--- src/rtl/core/stq_pkg.sv ---
// ----------------------------------------------------------------------------
// Sorted timer queue package
// Shared widths, command and status codes, and the types that pass between
// the top level and the list cells.
// ----------------------------------------------------------------------------
package stq_pkg;

    localparam int SLOT_W         = 4;
    localparam int CMD_W          = 2;
    localparam int STAT_W         = 3;
    localparam int TAG_W          = 8;
    localparam int WORD_W         = 32;
    localparam int CNT_OUT_W      = 5;
    localparam int NUM_TIMERS_DEF = 16;
    localparam int TIME_BITS_DEF  = 32;

    typedef enum logic [CMD_W-1:0] {
        CMD_INSERT  = 2'd0,
        CMD_DEQUEUE = 2'd1,
        CMD_REMOVE  = 2'd2,
        CMD_QUERY   = 2'd3
    } t_cmd;

    typedef enum logic [STAT_W-1:0] {
        STS_OK          = 3'd0,
        STS_BAD_TIMEOUT = 3'd1,
        STS_SLOT_BUSY   = 3'd2,
        STS_EMPTY       = 3'd3,
        STS_NOT_PENDING = 3'd4
    } t_status;

    // Everything a list entry holds apart from its deadline.
    typedef struct packed {
        logic              valid;
        logic [SLOT_W-1:0] slot;
        logic [TAG_W-1:0]  owner;
        logic [TAG_W-1:0]  handler;
    } t_tag;

    // Operation broadcast to every cell of the chain.
    typedef struct packed {
        logic              do_insert;
        logic              do_pop;
        logic              do_remove;
        logic [SLOT_W-1:0] key_slot;
        t_tag              new_tag;
    } t_cell_ctl;

endpackage

--- src/rtl/core/stq_ifs.sv ---
// ----------------------------------------------------------------------------
// Sorted timer queue channels
// Valid/ready channels for command transactions and result transactions.
// ----------------------------------------------------------------------------
interface stq_in_if;
    logic                             valid;
    logic                             ready;
    logic [stq_pkg::CMD_W-1:0]        command;
    logic [stq_pkg::SLOT_W-1:0]       slot;
    logic [stq_pkg::WORD_W-1:0]       now;
    logic signed [stq_pkg::WORD_W-1:0] timeout;
    logic [stq_pkg::TAG_W-1:0]        owner;
    logic [stq_pkg::TAG_W-1:0]        handler;

    modport source (output valid, command, slot, now, timeout, owner, handler,
                    input ready);
    modport sink   (input valid, command, slot, now, timeout, owner, handler,
                    output ready);
endinterface

interface stq_out_if;
    logic                          valid;
    logic                          ready;
    logic [stq_pkg::STAT_W-1:0]    status;
    logic [stq_pkg::SLOT_W-1:0]    out_slot;
    logic [stq_pkg::TAG_W-1:0]     out_owner;
    logic [stq_pkg::TAG_W-1:0]     out_handler;
    logic [stq_pkg::WORD_W-1:0]    out_deadline;
    logic [stq_pkg::WORD_W-1:0]    next_deadline;
    logic [stq_pkg::CNT_OUT_W-1:0] pending_count;

    modport source (output valid, status, out_slot, out_owner, out_handler,
                    out_deadline, next_deadline, pending_count, input ready);
    modport sink   (input valid, status, out_slot, out_owner, out_handler,
                    out_deadline, next_deadline, pending_count, output ready);
endinterface

--- src/rtl/core/sorted_timer_queue_top.sv ---
// A command transaction passes through capture, deadline add, list update and
// result before its result transaction appears.
// One command is handled at a time; the list cells take one update per
// command and the next command is taken once the current result has moved into
// the result register, so a held result stalls the command channel.
// Reset empties the list (all cell valid bits cleared, count 0);
// there is no clearing pass.
// ----------------------------------------------------------------------------
// Sorted timer queue top level
// Timer slots kept in a chain of cells sorted by deadline, earliest at cell 0.
// ----------------------------------------------------------------------------
module sorted_timer_queue_top #(
    parameter int NUM_TIMERS = stq_pkg::NUM_TIMERS_DEF,
    parameter int TIME_BITS  = stq_pkg::TIME_BITS_DEF
) (
    input  logic       i_clk,
    input  logic       i_rst_n,
    stq_in_if.sink     i_cmd,
    stq_out_if.source  o_res
);
    import stq_pkg::*;

    localparam int CNT_W = $clog2(NUM_TIMERS + 1);
    localparam int SUM_W = (TIME_BITS > WORD_W ? TIME_BITS : WORD_W) + 1;
    localparam logic [TIME_BITS-1:0] NEVER = {TIME_BITS{1'b1}};

    typedef enum logic [1:0] {
        S_IDLE,
        S_DEADLINE,
        S_APPLY,
        S_RESULT
    } t_state;

    t_state               r_state;
    t_cmd                 r_cmd;
    logic [SLOT_W-1:0]    r_slot;
    logic [TIME_BITS-1:0] r_now;
    logic [WORD_W-1:0]    r_timeout;
    logic [TAG_W-1:0]     r_owner;
    logic [TAG_W-1:0]     r_handler;
    logic [TIME_BITS-1:0] r_dl;
    logic [CNT_W-1:0]     r_count;

    t_status              r_res_status;
    logic [SLOT_W-1:0]    r_res_slot;
    logic [TAG_W-1:0]     r_res_owner;
    logic [TAG_W-1:0]     r_res_handler;
    logic [WORD_W-1:0]    r_res_dl;

    logic                 r_out_valid;
    logic [STAT_W-1:0]    r_out_status;
    logic [SLOT_W-1:0]    r_out_slot;
    logic [TAG_W-1:0]     r_out_owner;
    logic [TAG_W-1:0]     r_out_handler;
    logic [WORD_W-1:0]    r_out_dl;
    logic [WORD_W-1:0]    r_out_next_dl;
    logic [CNT_OUT_W-1:0] r_out_count;

    logic [SUM_W-1:0]     dl_sum;
    logic [TIME_BITS-1:0] dl_sat;
    logic                 bad_timeout;
    logic                 slot_in_range;
    logic                 list_full;
    logic                 hit;
    logic                 ins_ok;
    logic                 pop_ok;
    logic                 rm_ok;
    t_status              status;
    t_cell_ctl            ctl;

    logic [TIME_BITS-1:0] dl_w    [NUM_TIMERS];
    t_tag                 tag_w   [NUM_TIMERS];
    logic                 keep_w  [NUM_TIMERS];
    logic                 found_w [NUM_TIMERS];
    logic [NUM_TIMERS-1:0] valid_vec;

    // Deadline = now + timeout, held below the never value.
    assign dl_sum = SUM_W'(r_now) + SUM_W'(r_timeout[WORD_W-2:0]);
    assign dl_sat = (dl_sum >= SUM_W'(NEVER)) ? (NEVER - 1'b1) : dl_sum[TIME_BITS-1:0];

    assign bad_timeout   = (r_timeout == '0) || r_timeout[WORD_W-1];
    assign slot_in_range = (int'(r_slot) < NUM_TIMERS);
    assign list_full     = (r_count >= CNT_W'(NUM_TIMERS));
    // A slot is busy exactly when some cell holds it.
    assign hit           = found_w[NUM_TIMERS-1];

    assign ins_ok = (r_cmd == CMD_INSERT) && !bad_timeout && slot_in_range
                    && !hit && !list_full;
    assign pop_ok = (r_cmd == CMD_DEQUEUE) && (r_count != '0);
    assign rm_ok  = (r_cmd == CMD_REMOVE) && hit;

    always_comb begin
        unique case (r_cmd)
            CMD_INSERT: begin
                if (bad_timeout) begin
                    status = STS_BAD_TIMEOUT;
                end else if (!slot_in_range || hit || list_full) begin
                    status = STS_SLOT_BUSY;
                end else begin
                    status = STS_OK;
                end
            end
            CMD_DEQUEUE: status = (r_count == '0) ? STS_EMPTY : STS_OK;
            CMD_REMOVE:  status = hit ? STS_OK : STS_NOT_PENDING;
            default:     status = STS_OK;
        endcase
    end

    always_comb begin
        ctl.do_insert       = (r_state == S_APPLY) && ins_ok;
        ctl.do_pop          = (r_state == S_APPLY) && pop_ok;
        ctl.do_remove       = (r_state == S_APPLY) && rm_ok;
        ctl.key_slot        = r_slot;
        ctl.new_tag.valid   = 1'b1;
        ctl.new_tag.slot    = r_slot;
        ctl.new_tag.owner   = r_owner;
        ctl.new_tag.handler = r_handler;
    end

    for (genvar i = 0; i < NUM_TIMERS; i++) begin : g_cell
        logic [TIME_BITS-1:0] prev_dl;
        t_tag                 prev_tag;
        logic                 prev_keep;
        logic                 prev_found;
        logic [TIME_BITS-1:0] next_dl;
        t_tag                 next_tag;

        if (i == 0) begin : g_head
            assign prev_dl    = '0;
            assign prev_tag   = '0;
            assign prev_keep  = 1'b1;
            assign prev_found = 1'b0;
        end else begin : g_link
            assign prev_dl    = dl_w[i-1];
            assign prev_tag   = tag_w[i-1];
            assign prev_keep  = keep_w[i-1];
            assign prev_found = found_w[i-1];
        end

        if (i == NUM_TIMERS - 1) begin : g_tail
            assign next_dl  = '0;
            assign next_tag = '0;
        end else begin : g_body
            assign next_dl  = dl_w[i+1];
            assign next_tag = tag_w[i+1];
        end

        stq_cell #(
            .TIME_BITS (TIME_BITS)
        ) u_cell (
            .i_clk        (i_clk),
            .i_rst_n      (i_rst_n),
            .i_ctl        (ctl),
            .i_key_dl     (r_dl),
            .i_prev_dl    (prev_dl),
            .i_prev_tag   (prev_tag),
            .i_prev_keep  (prev_keep),
            .i_prev_found (prev_found),
            .i_next_dl    (next_dl),
            .i_next_tag   (next_tag),
            .o_dl         (dl_w[i]),
            .o_tag        (tag_w[i]),
            .o_keep       (keep_w[i]),
            .o_found      (found_w[i])
        );

        assign valid_vec[i] = tag_w[i].valid;
    end

    assign i_cmd.ready         = (r_state == S_IDLE);
    assign o_res.valid         = r_out_valid;
    assign o_res.status        = r_out_status;
    assign o_res.out_slot      = r_out_slot;
    assign o_res.out_owner     = r_out_owner;
    assign o_res.out_handler   = r_out_handler;
    assign o_res.out_deadline  = r_out_dl;
    assign o_res.next_deadline = r_out_next_dl;
    assign o_res.pending_count = r_out_count;

    always_ff @(posedge i_clk) begin
        if (!i_rst_n) begin
            r_state     <= S_IDLE;
            r_count     <= '0;
            r_out_valid <= 1'b0;
        end else begin
            // In the result state the register is either reloaded or still held.
            if (r_out_valid && o_res.ready && (r_state != S_RESULT)) begin
                r_out_valid <= 1'b0;
            end
            unique case (r_state)
                S_IDLE: begin
                    if (i_cmd.valid) begin
                        r_cmd     <= t_cmd'(i_cmd.command);
                        r_slot    <= i_cmd.slot;
                        r_now     <= TIME_BITS'(i_cmd.now);
                        r_timeout <= i_cmd.timeout;
                        r_owner   <= i_cmd.owner;
                        r_handler <= i_cmd.handler;
                        r_state   <= S_DEADLINE;
                    end
                end
                S_DEADLINE: begin
                    r_dl    <= dl_sat;
                    r_state <= S_APPLY;
                end
                S_APPLY: begin
                    r_res_status  <= status;
                    r_res_slot    <= pop_ok ? tag_w[0].slot : r_slot;
                    r_res_owner   <= pop_ok ? tag_w[0].owner : '0;
                    r_res_handler <= pop_ok ? tag_w[0].handler : '0;
                    if (pop_ok) begin
                        r_res_dl <= WORD_W'(dl_w[0]);
                    end else if (ins_ok) begin
                        r_res_dl <= WORD_W'(r_dl);
                    end else begin
                        r_res_dl <= '0;
                    end
                    if (ins_ok) begin
                        r_count <= r_count + 1'b1;
                    end else if (pop_ok || rm_ok) begin
                        r_count <= r_count - 1'b1;
                    end
                    r_state <= S_RESULT;
                end
                S_RESULT: begin
                    // The list already reflects this command, so cell 0 is the new head.
                    if (!r_out_valid || o_res.ready) begin
                        r_out_valid   <= 1'b1;
                        r_out_status  <= r_res_status;
                        r_out_slot    <= r_res_slot;
                        r_out_owner   <= r_res_owner;
                        r_out_handler <= r_res_handler;
                        r_out_dl      <= r_res_dl;
                        r_out_next_dl <= tag_w[0].valid ? WORD_W'(dl_w[0])
                                                        : WORD_W'(NEVER);
                        r_out_count   <= CNT_OUT_W'(r_count);
                        r_state       <= S_IDLE;
                    end
                end
                default: r_state <= S_IDLE;
            endcase
        end
    end

    a_count_bound: assert property (@(posedge i_clk) disable iff (!i_rst_n)
        r_count <= CNT_W'(NUM_TIMERS))
        else $error("pending count above the number of timers");

    a_count_matches_cells: assert property (@(posedge i_clk) disable iff (!i_rst_n)
        $countones(valid_vec) == int'(r_count))
        else $error("pending count differs from occupied cells");

    a_head_sorted: assert property (@(posedge i_clk) disable iff (!i_rst_n)
        tag_w[1].valid |-> (tag_w[0].valid && (dl_w[0] <= dl_w[1])))
        else $error("head of list not earliest");

    a_pop_shrinks: assert property (@(posedge i_clk) disable iff (!i_rst_n)
        ctl.do_pop |=> (r_count == $past(r_count) - 1'b1))
        else $error("dequeue did not shrink the list");

endmodule

--- src/rtl/core/stq_cell.sv ---
// ----------------------------------------------------------------------------
// Sorted timer queue cell
// Holds one position of the sorted list and moves its entry to or from its
// neighbors on insert, pop and remove.
// ----------------------------------------------------------------------------
module stq_cell #(
    parameter int TIME_BITS = stq_pkg::TIME_BITS_DEF
) (
    input  logic                   i_clk,
    input  logic                   i_rst_n,
    input  stq_pkg::t_cell_ctl     i_ctl,
    input  logic [TIME_BITS-1:0]   i_key_dl,
    input  logic [TIME_BITS-1:0]   i_prev_dl,
    input  stq_pkg::t_tag          i_prev_tag,
    input  logic                   i_prev_keep,
    input  logic                   i_prev_found,
    input  logic [TIME_BITS-1:0]   i_next_dl,
    input  stq_pkg::t_tag          i_next_tag,
    output logic [TIME_BITS-1:0]   o_dl,
    output stq_pkg::t_tag          o_tag,
    output logic                   o_keep,
    output logic                   o_found
);
    import stq_pkg::*;

    logic [TIME_BITS-1:0] r_dl;
    logic [TIME_BITS-1:0] n_dl;
    t_tag                 r_tag;
    t_tag                 n_tag;
    logic                 match;

    assign match   = r_tag.valid && (r_tag.slot == i_ctl.key_slot);
    // Equal deadlines stay ahead of a new entry, so later inserts queue behind.
    assign o_keep  = r_tag.valid && (r_dl <= i_key_dl);
    assign o_found = i_prev_found || match;
    assign o_dl    = r_dl;
    assign o_tag   = r_tag;

    always_comb begin
        n_dl  = r_dl;
        n_tag = r_tag;
        if (i_ctl.do_insert) begin
            if (!o_keep) begin
                if (i_prev_keep) begin
                    n_dl  = i_key_dl;
                    n_tag = i_ctl.new_tag;
                end else begin
                    n_dl  = i_prev_dl;
                    n_tag = i_prev_tag;
                end
            end
        end else if (i_ctl.do_pop || (i_ctl.do_remove && o_found)) begin
            n_dl  = i_next_dl;
            n_tag = i_next_tag;
        end
    end

    always_ff @(posedge i_clk) begin
        if (!i_rst_n) begin
            r_tag <= '0;
            r_dl  <= '0;
        end else begin
            r_tag <= n_tag;
            r_dl  <= n_dl;
        end
    end

endmodule

--- src/flat_wrapper.sv ---
// flat-port wrapper written by rule: the top's interface ports become plain ports
module sorted_timer_queue_top_flat import stq_pkg::*;
#(
    parameter int NUM_TIMERS = stq_pkg::NUM_TIMERS_DEF,
    parameter int TIME_BITS  = stq_pkg::TIME_BITS_DEF
)
  (i_clk, i_rst_n, i_cmd_valid, i_cmd_command, i_cmd_slot, i_cmd_now, i_cmd_timeout, i_cmd_owner, i_cmd_handler, i_cmd_ready, o_res_valid, o_res_status, o_res_out_slot, o_res_out_owner, o_res_out_handler, o_res_out_deadline, o_res_next_deadline, o_res_pending_count, o_res_ready);
  stq_in_if i_cmd_i ();
  stq_out_if o_res_i ();
  input  logic i_clk;
  input  logic i_rst_n;
  input wire logic [$bits(i_cmd_i.valid)-1:0] i_cmd_valid;
  input wire logic [$bits(i_cmd_i.command)-1:0] i_cmd_command;
  input wire logic [$bits(i_cmd_i.slot)-1:0] i_cmd_slot;
  input wire logic [$bits(i_cmd_i.now)-1:0] i_cmd_now;
  input wire logic [$bits(i_cmd_i.timeout)-1:0] i_cmd_timeout;
  input wire logic [$bits(i_cmd_i.owner)-1:0] i_cmd_owner;
  input wire logic [$bits(i_cmd_i.handler)-1:0] i_cmd_handler;
  output wire logic [$bits(i_cmd_i.ready)-1:0] i_cmd_ready;
  output wire logic [$bits(o_res_i.valid)-1:0] o_res_valid;
  output wire logic [$bits(o_res_i.status)-1:0] o_res_status;
  output wire logic [$bits(o_res_i.out_slot)-1:0] o_res_out_slot;
  output wire logic [$bits(o_res_i.out_owner)-1:0] o_res_out_owner;
  output wire logic [$bits(o_res_i.out_handler)-1:0] o_res_out_handler;
  output wire logic [$bits(o_res_i.out_deadline)-1:0] o_res_out_deadline;
  output wire logic [$bits(o_res_i.next_deadline)-1:0] o_res_next_deadline;
  output wire logic [$bits(o_res_i.pending_count)-1:0] o_res_pending_count;
  input wire logic [$bits(o_res_i.ready)-1:0] o_res_ready;
  assign i_cmd_i.valid = i_cmd_valid;
  assign i_cmd_i.command = i_cmd_command;
  assign i_cmd_i.slot = i_cmd_slot;
  assign i_cmd_i.now = i_cmd_now;
  assign i_cmd_i.timeout = i_cmd_timeout;
  assign i_cmd_i.owner = i_cmd_owner;
  assign i_cmd_i.handler = i_cmd_handler;
  assign i_cmd_ready = i_cmd_i.ready;
  assign o_res_valid = o_res_i.valid;
  assign o_res_status = o_res_i.status;
  assign o_res_out_slot = o_res_i.out_slot;
  assign o_res_out_owner = o_res_i.out_owner;
  assign o_res_out_handler = o_res_i.out_handler;
  assign o_res_out_deadline = o_res_i.out_deadline;
  assign o_res_next_deadline = o_res_i.next_deadline;
  assign o_res_pending_count = o_res_i.pending_count;
  assign o_res_i.ready = o_res_ready;
  sorted_timer_queue_top #(.NUM_TIMERS(NUM_TIMERS), .TIME_BITS(TIME_BITS)) u_core (.i_clk(i_clk), .i_rst_n(i_rst_n), .i_cmd(i_cmd_i), .o_res(o_res_i));
endmodule
--- config.mk ---
export PLATFORM = sky130hd
export DESIGN_NAME = sorted_timer_queue_top_flat
export DESIGN_NICKNAME = d
export VERILOG_FILES = /design/src/rtl/core/stq_pkg.sv /design/src/rtl/core/stq_ifs.sv /design/src/rtl/core/sorted_timer_queue_top.sv /design/src/rtl/core/stq_cell.sv /design/src/flat_wrapper.sv
export SDC_FILE = /design/constraint.sdc
export NUM_CORES = 2
export LEC_CHECK = 0
export BUFFER_PORTS_ARGS = -buffer_cell sky130_fd_sc_hd__clkbuf_2
export CAP_MARGIN = 10
export CORE_ASPECT_RATIO = 2
export CORE_MARGIN = 1.5
export CORE_UTILIZATION = 40
export CTS_CLUSTER_SIZE = 30
export DETAILED_ROUTE_END_ITERATION = 8
export SYNTH_ARGS = -nofsm -noshare
export SYNTH_HDL_FRONTEND = slang
export SYNTH_SLANG_ARGS = --single-unit
--- constraint.sdc ---
create_clock -name i_clk -period 5.4 [get_ports i_clk]
set_clock_uncertainty 0.05 [all_clocks]
set_input_delay 1.08 -clock i_clk [delete_from_list [all_inputs] [get_ports i_clk]]
set_output_delay 1.08 -clock i_clk [all_outputs]
set_load 0.01 [all_outputs]
# == Word-level counts from Yosys, hierarchy flattened ==
# Cells that the tools add are included.
# totals
reg_bits,1121
inputBits,90
wordCells,446
# op_classes
add_sub_neg,3
magnitude_cmp,18
eq_ne,40
mux,142
n_reduce_logical,141
# op_table
cell,n
two-way mux 32 bit,65
two-way mux 21 bit,63
<= comparator 32 bit,16
equality test 4 bit,16
logical AND 1 bit,58
AND reduction 2 bit,20
!= test 2 bit (second input constant),18
logical OR 1 bit,35
nonzero test 2 bit,17
adder 32 x 31 -> 33 bit,1
greater-or-equal comparator 33 x 32 -> 1 bit (second input constant),1
zero test 32 bit,1
two-way mux 2 bit,5
two-way mux 5 bit,2
case mux 3 bit (3 select lines),1
case mux 2 bit (4 select lines),1
equality test 2 bit (second input constant),3
AND reduction 3 bit,2
adder 5 x 1 -> 5 bit (second input constant),1
greater-or-equal comparator 5 bit (second input constant),1
zero test 5 bit,1
nonzero test 5 bit,1
subtractor 5 x 1 -> 5 bit (second input constant),1
equality test 2 x 1 -> 1 bit (second input constant),2
other kinds (6),12

# == Logic depth before layout (Yosys ltp) ==
# logic_depth
depth_word,23
ltp_mapped,18
ltp_nobuf,15

# == Modules after synthesis ==
# Synthesis repeated with hierarchy kept, for this count alone.
# hier_totals
cells_unflattened,10789
area_unflattened_um2,90415.5
# by_module_without_submodules
module,instances,cells_each,area_each_um2
stq_cell at u_core.g_cell[0].u_cell ...,15,628,4943.5
sorted_timer_queue_top,1,741,11322.1
stq_cell at u_core.g_cell[9].u_cell,1,628,4941.0

# == Worst setup path after synthesis ==
# Ideal clock, no wire load.
# synth_timing
path_kind,in2reg
start,input i_rst_n
end,"register u_core.r_out_next_dl[0], in the netlist u_core.o_res.next_deadline[0], enable pin"
setup_time_ns,0.461
arrival_ns,4.303
path_slack_ns,0.586
path_stages,5
n_path_buf,4
cell_sequence,clkbuf_1 clkbuf_1 clkbuf_1 clkbuf_1 and3_1
# synth_via
elab_chain_len,1
# synth_lines
element,line,text
from (decl),flat_wrapper.sv:11,input logic i_rst_n;
AND reduction 3 bit (no source line),n/a,
to (signal assigned),sorted_timer_queue_top.sv:234,r_out_next_dl <= tag_w[0].valid ? WORD_W'(dl_w[0])
to (decl),sorted_timer_queue_top.sv:56,logic [WORD_W-1:0] r_out_next_dl;
# No other way between the ends.
# A chain may end at the register's enable or synchronous reset.

# == Final worst setup path ==
# layout_timing
start,register u_core.r_dl[12]
end,register u_core.g_cell[14].u_cell.r_tag (netlist bit u_core.g_cell[14].u_cell.o_tag[19])
# layout_via
elab_chain_len,5
# layout_lines
element,line,text
from (decl),sorted_timer_queue_top.sv:41,logic [TIME_BITS-1:0] r_dl;
from (signal assigned),sorted_timer_queue_top.sv:203,r_dl <= dl_sat;
<= comparator 32 bit,stq_cell.sv:34,assign o_keep = r_tag.valid && (r_dl <= i_key_dl);
logical AND 1 bit,stq_cell.sv:34,
two-way mux 21 bit,stq_cell.sv:44,if (i_prev_keep) begin
two-way mux 21 bit,stq_cell.sv:43,if (!o_keep) begin
two-way mux 21 bit,stq_cell.sv:42,if (i_ctl.do_insert) begin
to (signal assigned),stq_cell.sv:63,r_tag <= n_tag;
to (decl),stq_cell.sv:28,t_tag r_tag;
# Several ways; a longest one is shown, not always the timed one. The select of a mux whose other input is x is not followed.

==> summary.txt <==
Yosys
  – Synth area leaders: dfxtp_1, edfxtp_1, ha_1, a22o_1, nor2_1
  – Ys Warns: 0
  – Post-synthesis area per instance: 8.908 um^2
  – Post-Syn Area: 67050 um^2
  – Synth Register Bits: 1121
  – Synth async-reset ratio: 0%
  – Post-synth cell types: 89
  – Syn Inst Count: 7527
  – Synth top area share: 25.56%
  – Synth Net Count: 8170
  – Sequential area share after synthesis: 37.42%
  – Cell taking the most area after synthesis: dfxtp_1
  – Predominant post-synthesis flop cell: dfxtp_1
  – Post-synth EDFFs: 265

Global routing
  – Largest net degree at the start of global routing: 134
  – Initial antenna violation count: 19
  – Tot GR Track Use: 37.07%
  – Grt ovf: 0
  – Number of global-route vias before repair: 62778
  – Global-route wire length before repair: 455.1 mm

Drt
  – Pre-antenna DRT Iters: 6
  – Highest metal used: met5
  – Via Count: 64538
  – Met1 Routed Length: 107.3 mm
  – Routed wire per std cell: 33.12 um
  – DRT iter0 DRCs: 6548
  – Drt drc: 0
  – Wire length on met3: 23.43 mm
  – Routed wl met2: 153.5 mm
  – Vias/cell: 6.615
  – WL final: 323.1 mm
  – Final ANT Viol Nets: 0

Clock network
  – TritonCTS Buffers: 108
  – Worst-path clk slew: 70 ps
  – CTS H-Tree Depth: 3
  – CTS root buf: clkbuf_16
  – Bufs on Longest Clock Path: 3
  – Clock sink count: 1121
  – CTS tree: done
  – Worst-Skew Late Latency: 760 ps

Worst setup path
  – Worst setup startpoint: u_core.r_dl[12]$_SDFFCE_PP1P_
  – CP required: 5950 ps
  – Worst R2R End: u_core.g_cell[14].u_cell.o_tag[19]$_SDFFE_PN0P_
  – Crit path capture type: register
  – Reg2reg start: u_core.r_dl[12]$_SDFFCE_PP1P_
  – Crit path max fanout: 46
  – Reg2reg path depth: 12
  – CP arrival: 5900 ps
  – Critical Path Start Type: register
  – Worst reg-to-reg setup slack: 60 ps
  – Setup CP Type: register to register
  – CP endpoint: u_core.g_cell[14].u_cell.o_tag[19]$_SDFFE_PN0P_

Timing
  – Final setup vio count: 0
  – Min Tclk post-route: 5342 ps
  – Final Hold Fails: 0
  – Fmax: 187.2 MHz
  – Max_slew headroom: 8.080%
  – RSZ-0062 raised after global routing: no
  – Period utilization: 98.93%
  – Final Slew Violations: 0
  – Post-route setup slack: 57.58 ps
  – Worst Tran Pin Value: 1364 ps

Place
  – Hpwl dp: 222.3 mm
  – Placed Instances: 9538
  – GP Congestion: 1.032
  – Port Buf Inserts: 183
  – Dpl ws: -96.27 ps

Pwr
  – Sequential fraction of design power: 40.8%
  – Total net switching power: 8.102 mW
  – Sw Share: 35.20%
  – Comb power frac: 24.3%
  – LEAKAGE: 30.16 nW
  – Clock share of power: 35.0%
  – Power density over the cells: 304.5 nW/um^2
  – Final total power: 23.01 mW
  – Internal power: 14.91 mW
  – Max IR drop VDD: 0.2980 mV

Run status
  – Status: finished clean

Floorplan
  – Die height: 582.0 um
  – Die Area: 170200 um^2
  – Core ar.: 166600 um^2
  – Ports: 184
  – Die width: 292.5 um
  – Row cnt: 212
  – Initial Utilization: 40.25%

Finish
  – Area Overhead vs Synth: 12.72%
  – Final core utilization: 45.37%
  – Layout cells sized above 1: 12.01%
  – Final nets: 8157
  – Fill cells: 16129
  – Layout Cells excl Fill: 9757

Job
  – Max Cap Viol: 0

Min path
  – Worst min path class: register to register
Yosys cell counts, drive strengths merged, types with 235 or more instances:
cell    count
o21ai     453
a22o      414
buf       239
ha        551
edfxtp    265
nand3     235
a21oi     253
mux2i     288
a211oi    248
nand2     790
dfxtp     856
clkbuf    403
nor2      810
critical path, cell delays in order (launching register included):
cell	delay (ps)
edfxtp_1	760
inv_1	490
ha_1	640
nand4_1	550
nor3_1	690
o21ai_0	320
nor4b_1	230
buf_4	180
nor2_4	120
buf_4	560
nor2b_1	210
a211oi_1	260
o32ai_1	100
cell usage in the layout, fill, tap and decap left out, types with 57 or more instances in the layout:
cell	instances
and3_1	111
clkbuf_16	112
mux2_2	108
o32ai_1	75
a211oi_1	246
a21oi_1	251
a32o_1	104
nand2_1	786
clkbuf_2	182
o22ai_1	58
nor2b_1	63
o211ai_1	153
a22o_1	413
edfxtp_1	265
dfxtp_1	855
mux2i_1	288
nand3_1	235
a21o_1	133
nand4_1	97
ha_1	551
o21ai_0	448
a311oi_1	58
buf_4	246
nor3_1	149
buf_12	89
nand3b_1	57
nor2_1	802
inv_1	74
final cells by class:
type / count / area, um^2 / area share (%)
sequential: 1121 / 25100 / 33.20
tap: 2140 / 2678 / 3.543
clock inverter: 66 / 619.3 / 0.8195
timing repair buffer: 519 / 4559 / 6.033
inverter: 75 / 286.5 / 0.3791
antenna: 9 / 22.52 / 0.02980
multi-input combinational: 5689 / 39380 / 52.10
clock buffer: 138 / 2940 / 3.890
sequential cells by signal, summed over array words and instances (netlist names), 4 cells and up:
register                    cells
u_core.r_owner                  8
u_core.o_res.out_slot           4
u_core.g_cell.u_cell.o_tag    336
u_core.r_res_slot               4
u_core.r_handler                8
u_core.r_now                   32
u_core.r_count                  5
u_core.r_dl                    32
u_core.o_res.out_owner          8
u_core.r_slot                   4
u_core.r_res_owner              8
u_core.o_res.out_handler        8
u_core.o_res.next_deadline     32
u_core.r_res_handler            8
u_core.o_res.out_deadline      32
u_core.o_res.pending_count      5
u_core.r_timeout               32
u_core.g_cell.u_cell.o_dl     512
u_core.r_res_dl                32
power groups by stage:
stage	clock (mW)	sequential, mW	combinational [mW]
2_1_floorplan	0	9.30	3.03
3_3_place_gp	0	9.58	5.30
3_5_place_dp	0	9.59	5.35
4_1_cts	8.14	9.37	5.43
5_1_grt	8.40	9.39	5.86
6_report	8.05	9.38	5.59
how the worst min path moves through the flow:
stage               cells after the start                           startpoint                                      to
global placement                        0  u_core.r_res_owner[3]$_SDFFCE_PN0P_     u_core.o_res.out_owner[3]$_DFFE_PP_
detailed placement                      0         u_core.r_res_dl[6]$_DFFE_PP_  u_core.o_res.out_deadline[6]$_DFFE_PP_
global route                            0  u_core.r_res_owner[2]$_SDFFCE_PN0P_     u_core.o_res.out_owner[2]$_DFFE_PP_
floorplan                               0         u_core.r_res_dl[0]$_DFFE_PP_  u_core.o_res.out_deadline[0]$_DFFE_PP_
finish                                  0  u_core.r_res_owner[2]$_SDFFCE_PN0P_     u_core.o_res.out_owner[2]$_DFFE_PP_
CTS                                     0     u_core.r_res_status[1]$_DFFE_PP_        u_core.o_res.status[1]$_DFFE_PP_
per-layer routing:
metal	vias to the layer above	track usage, %
met5	-	0.08608
met4	14	37.43
met3	1503	7.444
met2	3631	62.21
met1	31300	37.59
li1	28090	-
kinds of logic after synthesis:
family | synth area share [%]
and+or+nand+nor | 16.79
AOI/OAI and AO/OA | 23.57
DFF | 37.42
buffers and inverters | 4.508
adders and majority gates | 10.34
muxes | 6.113
xor gates and xnor gates | 1.254
through the flow:
stage               instance area [um^2]  hold slack, ps  setup TNS (ps)
floorplan                          67050           350.3               0
global placement                   71900           354.2           -6005
detailed placement                 71910           355.7           -2305
CTS                                75550           358.6               0
global route                       75560           366.5               0
finish                             75580           365.0               0
repair_timing:
item	in CTS	in global routing
setup buffers	6	0
resized for setup	0	1
pin swaps	0	0
setup endpoints to repair	90	1
hold buffers	0	0
Note: power is estimated with default switching activity, not from simulation.
